<file path="src/design/modexp_pkg.sv">
`default_nettype none
package modexp_pkg;

  localparam int unsigned FieldW   = 63;
  localparam int unsigned ModW     = 31;
  localparam int unsigned AccW     = 32;
  localparam int unsigned CntW     = 6;
  localparam int unsigned ExpBitsDefault = 63;
  localparam logic [ModW-1:0] ModulusReset = 31'd1000000007;

  typedef enum logic [2:0] {
    StIdle,
    StReduce,
    StCheck,
    StMulAcc,
    StSqInit,
    StMulSq,
    StDone
  } state_e;

  typedef struct packed {
    logic load;
    logic red_step;
    logic red_end;
    logic mul_init;
    logic mul_sel_acc;
    logic mul_step;
    logic wb_acc;
    logic wb_pw;
  } cmd_t;

  typedef struct packed {
    logic cnt_zero;
    logic e_zero;
    logic e_lsb;
    logic mod_small;
  } status_t;

endpackage
`default_nettype wire

</file>
<file path="src/design/modexp_ctrl.sv">
`default_nettype none
module modexp_ctrl
  import modexp_pkg::*;
(
  input  wire logic    clk_i,
  input  wire logic    rst_ni,
  input  wire logic    start_i,
  input  wire status_t status_i,
  output cmd_t         cmd_o,
  output logic         busy_o,
  output logic         done_o
);

  state_e state_q, state_d;

  always_ff @(posedge clk_i or negedge rst_ni) begin
    if (!rst_ni) begin
      state_q <= StIdle;
    end else begin
      state_q <= state_d;
    end
  end

  always_comb begin
    state_d = state_q;
    case (state_q)
      StIdle:   if (start_i) state_d = StReduce;
      StReduce: if (status_i.cnt_zero) state_d = StCheck;
      StCheck: begin
        if (status_i.e_zero || status_i.mod_small) begin
          state_d = StDone;
        end else if (status_i.e_lsb) begin
          state_d = StMulAcc;
        end else begin
          state_d = StMulSq;
        end
      end
      StMulAcc: if (status_i.cnt_zero) state_d = StSqInit;
      StSqInit: state_d = StMulSq;
      StMulSq:  if (status_i.cnt_zero) state_d = StCheck;
      StDone:   state_d = StIdle;
      default:  state_d = StIdle;
    endcase
  end

  always_comb begin
    cmd_o  = '0;
    busy_o = 1'b1;
    done_o = 1'b0;
    case (state_q)
      StIdle: begin
        busy_o     = 1'b0;
        cmd_o.load = start_i;
      end
      StReduce: begin
        cmd_o.red_step = 1'b1;
        cmd_o.red_end  = status_i.cnt_zero;
      end
      StCheck: begin
        if (!(status_i.e_zero || status_i.mod_small)) begin
          cmd_o.mul_init    = 1'b1;
          cmd_o.mul_sel_acc = status_i.e_lsb;
        end
      end
      StMulAcc: begin
        cmd_o.mul_step = 1'b1;
        cmd_o.wb_acc   = status_i.cnt_zero;
      end
      StSqInit: cmd_o.mul_init = 1'b1;
      StMulSq: begin
        cmd_o.mul_step = 1'b1;
        cmd_o.wb_pw    = status_i.cnt_zero;
      end
      StDone:  done_o = 1'b1;
      default: busy_o = 1'b1;
    endcase
  end

endmodule
`default_nettype wire

</file>
<file path="src/design/modexp_dp.sv">
`default_nettype none
module modexp_dp
  import modexp_pkg::*;
#(
  parameter int unsigned EXPONENT_BITS = ExpBitsDefault
) (
  input  wire logic              clk_i,
  input  wire logic              rst_ni,
  input  wire logic              modulus_we_i,
  input  wire logic [ModW-1:0]   modulus_wdata_i,
  input  wire logic [FieldW-1:0] base_i,
  input  wire logic [FieldW-1:0] exponent_i,
  input  wire cmd_t              cmd_i,
  output status_t                status_o,
  output logic      [ModW-1:0]   power_mod_o
);

  localparam logic [63:0] ExpMask = (64'd1 << EXPONENT_BITS) - 64'd1;

  logic [ModW-1:0]   mod_q;
  logic [FieldW-1:0] x_q, x_d;
  logic [FieldW-1:0] e_q, e_d;
  logic [ModW-1:0]   acc_q, acc_d, pw_q, pw_d, ma_q, ma_d, mb_q, mb_d, r_q, r_d;
  logic [CntW-1:0]   cnt_q, cnt_d;
  logic [AccW-1:0]   m_w, red_t, red_r, dbl_t, dbl_r, add_t, add_r;

  always_ff @(posedge clk_i or negedge rst_ni) begin
    if (!rst_ni) begin
      mod_q <= ModulusReset;
    end else if (modulus_we_i) begin
      mod_q <= modulus_wdata_i;
    end
  end

  // One remainder bit per cycle for the base; one multiplier bit per cycle
  // for the products, with at most two conditional subtractions.
  always_comb begin
    m_w   = {1'b0, mod_q};
    red_t = {r_q, x_q[FieldW-1]};
    red_r = (red_t >= m_w) ? red_t - m_w : red_t;
    dbl_t = {r_q, 1'b0};
    dbl_r = (dbl_t >= m_w) ? dbl_t - m_w : dbl_t;
    add_t = dbl_r + (mb_q[ModW-1] ? {1'b0, ma_q} : '0);
    add_r = (add_t >= m_w) ? add_t - m_w : add_t;
  end

  always_comb begin
    x_d = x_q; e_d = e_q; acc_d = acc_q; pw_d = pw_q;
    ma_d = ma_q; mb_d = mb_q; r_d = r_q; cnt_d = cnt_q;
    if (cmd_i.load) begin
      x_d   = base_i;
      e_d   = exponent_i & ExpMask[FieldW-1:0];
      acc_d = ModW'(1);
      r_d   = '0;
      cnt_d = CntW'(FieldW - 1);
    end
    if (cmd_i.red_step) begin
      r_d   = red_r[ModW-1:0];
      x_d   = {x_q[FieldW-2:0], 1'b0};
      cnt_d = cnt_q - CntW'(1);
    end
    if (cmd_i.red_end) pw_d = red_r[ModW-1:0];
    if (cmd_i.mul_init) begin
      ma_d  = cmd_i.mul_sel_acc ? acc_q : pw_q;
      mb_d  = pw_q;
      r_d   = '0;
      cnt_d = CntW'(ModW - 1);
    end
    if (cmd_i.mul_step) begin
      r_d   = add_r[ModW-1:0];
      mb_d  = {mb_q[ModW-2:0], 1'b0};
      cnt_d = cnt_q - CntW'(1);
    end
    if (cmd_i.wb_acc) acc_d = add_r[ModW-1:0];
    if (cmd_i.wb_pw) begin
      pw_d = add_r[ModW-1:0];
      e_d  = {1'b0, e_q[FieldW-1:1]};
    end
  end

  always_ff @(posedge clk_i) begin
    x_q <= x_d; e_q <= e_d; acc_q <= acc_d; pw_q <= pw_d;
    ma_q <= ma_d; mb_q <= mb_d; r_q <= r_d; cnt_q <= cnt_d;
  end

  assign status_o.cnt_zero  = (cnt_q == '0);
  assign status_o.e_zero    = (e_q == '0);
  assign status_o.e_lsb     = e_q[0];
  assign status_o.mod_small = (mod_q < ModW'(2));
  assign power_mod_o        = status_o.mod_small ? '0 : acc_q;

endmodule
`default_nettype wire

</file>
<file path="src/design/modular_exponentiation_top.sv">
// The run time grows with the exponent: every scanned exponent bit up to the
// highest set one costs one squaring, and every set bit one more multiply.
// One item at a time; busy stays high through the result strobe.
// The cost is set by the shared bit-serial modular multiplier (one bit a cycle).
// Reset clears the controller and sets the modulus to 1000000007; the
// receiver cannot stall, the result is shown for exactly one cycle.
`default_nettype none
module modular_exponentiation_top
  import modexp_pkg::*;
#(
  parameter int unsigned EXPONENT_BITS = ExpBitsDefault
) (
  input  wire logic              clk_i,
  input  wire logic              rst_ni,
  input  wire logic              modulus_we_i,
  input  wire logic [ModW-1:0]   modulus_wdata_i,
  input  wire logic              start,
  output logic                   busy,
  input  wire logic [FieldW-1:0] base_i,
  input  wire logic [FieldW-1:0] exponent_i,
  output logic                   done_o,
  output logic      [ModW-1:0]   power_mod_o
);

  // The controller sequences the base reduction, then walks the exponent
  // from its least significant bit. Each set bit costs one modular multiply
  // into the accumulator; every bit costs one squaring of the power.
  cmd_t    cmd;
  status_t status;

  modexp_ctrl u_ctrl (
    .clk_i    (clk_i),
    .rst_ni   (rst_ni),
    .start_i  (start),
    .status_i (status),
    .cmd_o    (cmd),
    .busy_o   (busy),
    .done_o   (done_o)
  );

  // The datapath holds the modulus register and all operand registers. A
  // transfer on the input side loads base and exponent; the accumulator, or
  // zero for a modulus below two, is on the output while done is high.
  modexp_dp #(
    .EXPONENT_BITS (EXPONENT_BITS)
  ) u_dp (
    .clk_i           (clk_i),
    .rst_ni          (rst_ni),
    .modulus_we_i    (modulus_we_i),
    .modulus_wdata_i (modulus_wdata_i),
    .base_i          (base_i),
    .exponent_i      (exponent_i),
    .cmd_i           (cmd),
    .status_o        (status),
    .power_mod_o     (power_mod_o)
  );

endmodule
`default_nettype wire

</file>
<file path="config.mk">
export PLATFORM = sky130hd
export DESIGN_NAME = modular_exponentiation_top
export DESIGN_NICKNAME = d
export VERILOG_FILES = /design/src/design/modexp_pkg.sv /design/src/design/modexp_ctrl.sv /design/src/design/modexp_dp.sv /design/src/design/modular_exponentiation_top.sv
export SDC_FILE = /design/constraint.sdc
export NUM_CORES = 1
export LEC_CHECK = 0
export BUFFER_PORTS_ARGS = -buffer_cell sky130_fd_sc_hd__buf_2
export CAP_MARGIN = 40
export CORE_ASPECT_RATIO = 1.1
export CORE_MARGIN = 10
export CORE_UTILIZATION = 30
export CTS_CLUSTER_DIAMETER = 120
export DETAILED_ROUTE_END_ITERATION = 12
export GPL_TIMING_DRIVEN = 1
export MAX_ROUTING_LAYER = met4
export SYNTH_ARGS = -nofsm -noshare
export SYNTH_HDL_FRONTEND = slang
export SYNTH_SLANG_ARGS = --single-unit
</file>
<file path="constraint.sdc">
create_clock -name clk_i -period 8.3 [get_ports clk_i]
set_clock_uncertainty 0.1 [all_clocks]
set_input_delay 0.83 -clock clk_i [delete_from_list [all_inputs] [get_ports clk_i]]
set_output_delay 0.83 -clock clk_i [all_outputs]
set_load 0.02 [all_outputs]
</file>
==> results of run 1 <==
worst max-delay path: cells and delay by family, from the launching register on:
kind	cells	cell delay, ps
AOI/OAI and AO/OA	11	2520
and+or+nand+nor	5	1200
adders and majority gates	3	1090
muxes	3	1010
buffers and inverters	6	830
DFF	1	610
xor gates and xnor gates	1	160
synthesized netlist by cell type (29+ instances only):
library cell	count
o21ai_0	122
nor2b_1	38
mux2_2	32
o22ai_1	30
nand4_1	30
mux2i_1	43
and2_1	35
a22o_1	93
xor2_1	37
ha_1	95
clkbuf_1	81
nand2_1	353
edfxtp_1	284
inv_1	69
a21oi_1	128
xnor2_1	72
a21o_1	56
nor2_1	148
nor3_1	29
how the worst max path moves through the flow:
| stage | start | depth (start not counted) | to | slack, ps |
|---|---|---|---|---|
| global placement | u_dp.mod_q[0]$_DFFE_PN1P_ | 31 | u_dp.pw_q[18]$_DFFE_PP_ | 410 |
| detailed placement | u_dp.mod_q[0]$_DFFE_PN1P_ | 31 | u_dp.pw_q[18]$_DFFE_PP_ | 520 |
| finish | u_dp.mod_q[0]$_DFFE_PN1P_ | 29 | u_dp.pw_q[18]$_DFFE_PP_ | 430 |
| global route | u_dp.mod_q[0]$_DFFE_PN1P_ | 31 | u_dp.pw_q[18]$_DFFE_PP_ | 50 |
| CTS | u_dp.mod_q[0]$_DFFE_PN1P_ | 31 | u_dp.pw_q[18]$_DFFE_PP_ | 440 |
| floorplan | u_dp.mod_q[0]$_DFFE_PN1P_ | 30 | u_dp.pw_q[29]$_DFFE_PP_ | 1300 |
cell families after synthesis:
group | Yosys count | share of synthesized area (%)
xor+xnor | 110 | 4.745
fa+ha+maj | 99 | 6.201
simple gates | 711 | 15.53
buf+inv | 182 | 3.889
flops | 321 | 46.23
compound gates | 550 | 17.92
mux | 99 | 5.479
repair_timing:
action | in CTS | in global routing
setup buffers | 0 | 0
endpoints found under the setup margin | 0 | 24
hold buffers | 1 | 0
gates resized for setup | 0 | 4
endpoints found under the hold margin | 4 | 0
sequential cells by signal, indices dropped and copies added, names as in the netlist, 6 cells and up:
register    flops
u_dp.e_q       63
u_dp.r_q       31
u_dp.mod_q     31
u_dp.acc_q     31
u_dp.ma_q      31
u_dp.cnt_q      6
u_dp.pw_q      31
u_dp.x_q       63
u_dp.mb_q      31
layout by cell type (no fill, tap or decap), types with 37 or more instances in the layout:
master	count
nand2_1	349
a21o_1	56
ha_1	95
clkbuf_16	40
buf_4	49
inv_1	69
mux2i_1	43
a22o_1	93
a21oi_1	128
o21ai_0	120
xor2_1	37
xnor2_1	72
nor2b_1	38
nor2_1	143
buf_2	193
edfxtp_1	284
area by class of cell:
class,count,share of cell area [%]
Antenna cell,1,0.01040
Tap cell,918,4.774
Clock inverter,28,1.550
Timing Repair Buffer,252,6.297
Sequential cell,321,39.31
Multi-Input combinational cell,1569,42.76
Inverter,69,1.076
Clock buffer,44,4.223
stage by stage:
stage | cell area (sq um) | cells | utilization, %
floorplan | 20460 | 2072 | -
global placement | 22540 | 3123 | 33.30
detailed placement | 22640 | 3128 | 33.45
CTS | 24040 | 3201 | 35.51
global route | 24060 | 3202 | 35.55
finish | 24060 | 3202 | 35.55
routing by layer:
layer | global-route usage [%] | part of all wire [%] | wire length, um
met5 | - | 0 | 0
met4 | 4.620 | 2.4 | 1652
met3 | 3.275 | 6.0 | 4148
met2 | 26.58 | 45 | 31030
met1 | 23.52 | 47 | 32310
==> flow_summary_export.csv, run 1 <==
group,metric,value,unit
clock_tree,clock-sinks,321,
grt,groute.usage.overall,17.48,%
job,cap_violations,0,
worst_setup_path,arrival,8020,ps
worst_setup_path,critical_path_class,"reg2reg",
logic_synthesis,synth_seq_cells,321,
finish,nNetsFinal,2512,
sta,setup_viol,0,
sta,hold_violations,0,
placement,place_ws,515.5,ps
finish,multiInputGateArea,0.01029,sq mm
route,vias_per_cell,5.193,
sta,min_period,7874,ps
sta,fmax,0.1270,GHz
placement,hpwl,53320,um
finish,area_delta_synth_final,17.59,%
route,drtIter0Drc,1478,
clock_tree,cts_tree,"done",
finish,drive_above_1_share,18.44,%
sta,hold_slack,366.2,ps
sta,min_period_over_period,94.87,%
grt,antenna_found_initial,1,
clock_tree,cts_buffers,39,
sta,rsz0062_at_grt,"false",
route,wl,69140,um
route,route.vias.total,16630,
die,coreArea,0.06769,sq mm
logic_synthesis,synth-async-reset-ratio,10.59,%
finish,seqCellArea,0.009459,sq mm
worst_setup_path,r2r_slack,430,ps
run_status,status,"completed",
logic_synthesis,syn-instance-count,2072,
worst_hold_path,hold_depth,2,
logic_synthesis,avgSynthCellArea,9.875,sq um
worst_hold_path,whs_endpoint,"u_dp.mb_q[0]$_SDFFE_PP0P_",
die,die_y,293.9,um
route,antenna_left,0,
worst_setup_path,start_kind,"flop",
sta,tightest_slew,813.7,ps
logic_synthesis,synth_top_area_cell,"edfxtp_1",
logic_synthesis,synth_edf_count,284,
worst_setup_path,timing.rr.end,"u_dp.pw_q[18]$_DFFE_PP_",
grt,grt_pass1_wl,103000,um
grt,grt_pass1_vias,16670,
clock_tree,clk_pin_slew,60,ps
worst_setup_path,r2r_start,"u_dp.mod_q[0]$_DFFE_PN1P_",
worst_setup_path,rr_worst_depth,29,
die,start_util,30.23,%
clock_tree,clockBufferDepth,3,
sta,tns,0,ps
sta,relSlewSlack,45.75,%
finish,fillers,6813,
clock_tree,clk_latency,560,ps
logic_synthesis,synth_cell_type_count,80,
clock_tree,htreeDepth,2,
worst_setup_path,end_kind,"flop",
grt,overflow,0,
logic_synthesis,syn_nets,2332,
worst_setup_path,cp_slowest_cell,"dfstp_2",
route,drtPass1Iterations,6,
placement,numPortBuffers,193,
logic_synthesis,yosysSeqAreaShare,46.23,%
die,rows,100,
die,die_area,0.07906,sq mm
route,wire_per_inst,21.59,um
worst_setup_path,worst-path-max-fanout,24,
route,drc,0,
worst_setup_path,cp_data_required_time,8450,ps
die,io_pins,194,
worst_setup_path,crit_path_frequent_cell,"a21o_1",
logic_synthesis,synth_area,0.02046,sq mm
clock_tree,clockRootBuffer,"clkbuf_16",
placement,gp_congestion,0.9588,
sta,layout_setup_ws,425.8,ps
logic_synthesis,ys_warn_count,0,
logic_synthesis,ys.flop_type,"edfxtp_1",
sta,slew_viol_final,0,
worst_setup_path,cpPeakStageDelay,610,ps
worst_hold_path,worstHoldStart,"u_dp.mb_q[0]$_SDFFE_PP0P_",
logic_synthesis,synth_area_leaders,"edfxtp_1, nand2_1, ha_1, a22o_1, a21oi_1",
worst_hold_path,hold_path_class,"reg2reg",
grt,grt_max_degree,65,
die,die_width,269.0,um
logic_synthesis,synth_top_area_share,41.68,%
Power of run 1 is not shown: default switching activity piles up to over one toggle a cycle in this logic, so the estimate is an artifact.
==> run 2: changes to the inputs <==
--- a/config.mk
+++ b/config.mk
@@ -9,11 +9,12 @@
 export CAP_MARGIN = 40
 export CORE_ASPECT_RATIO = 1.1
 export CORE_MARGIN = 10
-export CORE_UTILIZATION = 30
+export CORE_UTILIZATION = 61
 export CTS_CLUSTER_DIAMETER = 120
 export DETAILED_ROUTE_END_ITERATION = 12
 export GPL_TIMING_DRIVEN = 1
 export MAX_ROUTING_LAYER = met4
+export PLACE_DENSITY = 0.82
 export SYNTH_ARGS = -nofsm -noshare
 export SYNTH_HDL_FRONTEND = slang
 export SYNTH_SLANG_ARGS = --single-unit
==> run 2 against run 1 <==
First-iteration DRC count rose by 13%. Flip-flop and latch count is the same. Core utilization up 33 points. Non-clock buffer count is 23 lower. Global-route usage grew 14 points. Worst setup slack better by 25 ps. Critical path depth decreased by 1. Fmax up 0.32%. Final cell count down 16%. Cell area fell by 5.1%. Worst hold slack worse by 160 ps. Critical endpoint is now u_dp.r_q[8]$_DFFE_PP_. Largest cell class unchanged.
==> flow_summary_export.csv, run 2 (same netlist as run 1, synthesis figures left out) <==
group,metric,value,unit
run_status,status,"completed",
worst_setup_path,cp_data_required_time,8500,ps
sta,relSlewSlack,38.92,%
worst_setup_path,crit_path_frequent_cell,"a21o_1",
route,drtPass1Iterations,5,
placement,gp_congestion,1.056,
die,die_area,0.04128,sq mm
sta,setup_viol,0,
sta,tightest_slew,916.2,ps
placement,numPortBuffers,193,
die,start_util,61.64,%
sta,hold_violations,0,
clock_tree,cts_tree,"done",
route,drtIter0Drc,1670,
sta,min_period,7849,ps
grt,grt_pass1_wl,99550,um
sta,fmax,0.1274,GHz
clock_tree,clockBufferDepth,3,
route,vias_per_cell,6.421,
route,wl,66300,um
clock_tree,clk_latency,590,ps
finish,nNetsFinal,2481,
worst_setup_path,worst-path-max-fanout,25,
clock_tree,clk_pin_slew,70,ps
sta,slew_viol_final,0,
clock_tree,post-cts-setup-buffer-count,0,
die,die_width,194.6,um
worst_setup_path,end_kind,"flop",
clock_tree,cts_buffers,31,
clock_tree,clockRootBuffer,"clkbuf_16",
placement,hpwl,49830,um
die,rows,70,
clock_tree,postCtsHoldBufs,0,
grt,antenna_found_initial,1,
sta,tns,0,ps
clock_tree,clock-sinks,321,
sta,rsz0062_at_grt,"false",
finish,mostFrequentLayoutCells,"nand2_1, edfxtp_1, buf_2",
grt,groute.usage.overall,31.77,%
worst_setup_path,arrival,8050,ps
route,drc,0,
finish,area_delta_synth_final,11.62,%
sta,min_period_over_period,94.57,%
die,io_pins,194,
grt,overflow,0,
route,antenna_left,0,
die,die_y,212.1,um
die,coreArea,0.03319,sq mm
grt,grt_max_degree,65,
worst_setup_path,cpPeakStageDelay,620,ps
worst_setup_path,cp_slowest_cell,"dfstp_2",
route,wire_per_inst,24.77,um
finish,biggestRegsByFlops,"u_dp.e_q x63, u_dp.x_q x63",
route,route.vias.total,17180,
worst_setup_path,start_kind,"flop",
worst_setup_path,critical_path_class,"reg2reg",
worst_hold_path,hold_path_class,"in2async",
sta,hold_slack,206.1,ps
grt,grt_pass1_vias,17140,
finish,drive_above_1_share,17.21,%
clock_tree,htreeDepth,1,
finish,layout_commonest_cell,"nand2_1",
job,cap_violations,0,
==> run 2: cell count changes in the layout (fill, tap and decap cells not counted), moves of 2 or more <==
cell | before | now
buf_4 | 49 | 28
clkbuf_16 | 40 | 31
bufinv_16 | 8 | 2
clkinv_2 | 3 | 9
buf_12 | 8 | 3
buf_16 | 0 | 3
a21oi_1 | 128 | 126
a21oi_2 | 2 | 4
clkinv_1 | 7 | 5
clkinv_4 | 4 | 2
inv_6 | 2 | 0
nor2_2 | 3 | 1
nor2_4 | 2 | 4
==> run 2: final cells by class <==
cell class / instances / area [sq um]
antenna: 1 / 2.502
timing repair buffer: 229 / 1339
tap: 432 / 540.5
fill: 2449 / 10360
clock buffer: 35 / 790.8
inverter: 69 / 259.0
sequential: 321 / 9459
clock inverter: 20 / 156.4
multi-input combinational: 1569 / 10290
==> run 2: per-stage QoR <==
stage / util (%) / instance area (sq um) / std cells / setup WS (ps)
final: 68.80 / 22840 / 2676 / 450.9
after global routing: 68.80 / 22840 / 2676 / 34.81
after CTS: 68.77 / 22830 / 2675 / 305.6
after detailed placement: 65.91 / 21880 / 2620 / 358.4
after global placement: 65.48 / 21740 / 2613 / 420.8
after floorplan: - / 20460 / 2072 / 1300
==> run 2: worst max-delay path: cells and delay by family (launching register included) <==
kind / cells / cell delay [ps]
AOI/OAI and AO/OA: 15 / 3400
xor gates and xnor gates: 1 / 160
adders and majority gates: 3 / 1280
buffers and inverters: 3 / 570
DFF: 1 / 620
muxes: 1 / 340
and+or+nand+nor: 5 / 1020
==> run 2: path summary, 6_finish.rpt <==
kind	to	slack [ps]	depth (start not counted)	start
worst max-delay path	u_dp.r_q[8]$_DFFE_PP_	450	28	u_dp.mod_q[0]$_DFFE_PN1P_
worst min-delay path	u_dp.mod_q[8]$_DFFE_PN0P_	210	1	rst_ni
worst max register to register	u_dp.r_q[8]$_DFFE_PP_	450	28	u_dp.mod_q[0]$_DFFE_PN1P_
worst min register to register	u_dp.x_q[0]$_SDFFE_PP0P_	380	2	u_dp.x_q[0]$_SDFFE_PP0P_
max in group asynchronous	u_dp.mod_q[22]$_DFFE_PN0P_	7410	1	rst_ni
min in group clk_i	u_dp.mod_q[3]$_DFFE_PN0P_	370	3	modulus_wdata_i[3]
==> run 2: what timing repair did <==
| item | in CTS | in global routing |
|---|---|---|
| hold endpoints to repair | 0 | 0 |
| endpoints found under the setup margin | 0 | 93 |
| gates resized for setup | 0 | 3 |
==> run 2: layer usage <==
layer	vias up	global-route usage, %	routed length (um)
li1	7852	-	-
met1	8224	40.30	26830
met2	957	50.15	30610
met3	150	5.230	5935
met4	0	12.95	2920
met5	-	-	0
Power of run 2 is left out for the same reason.
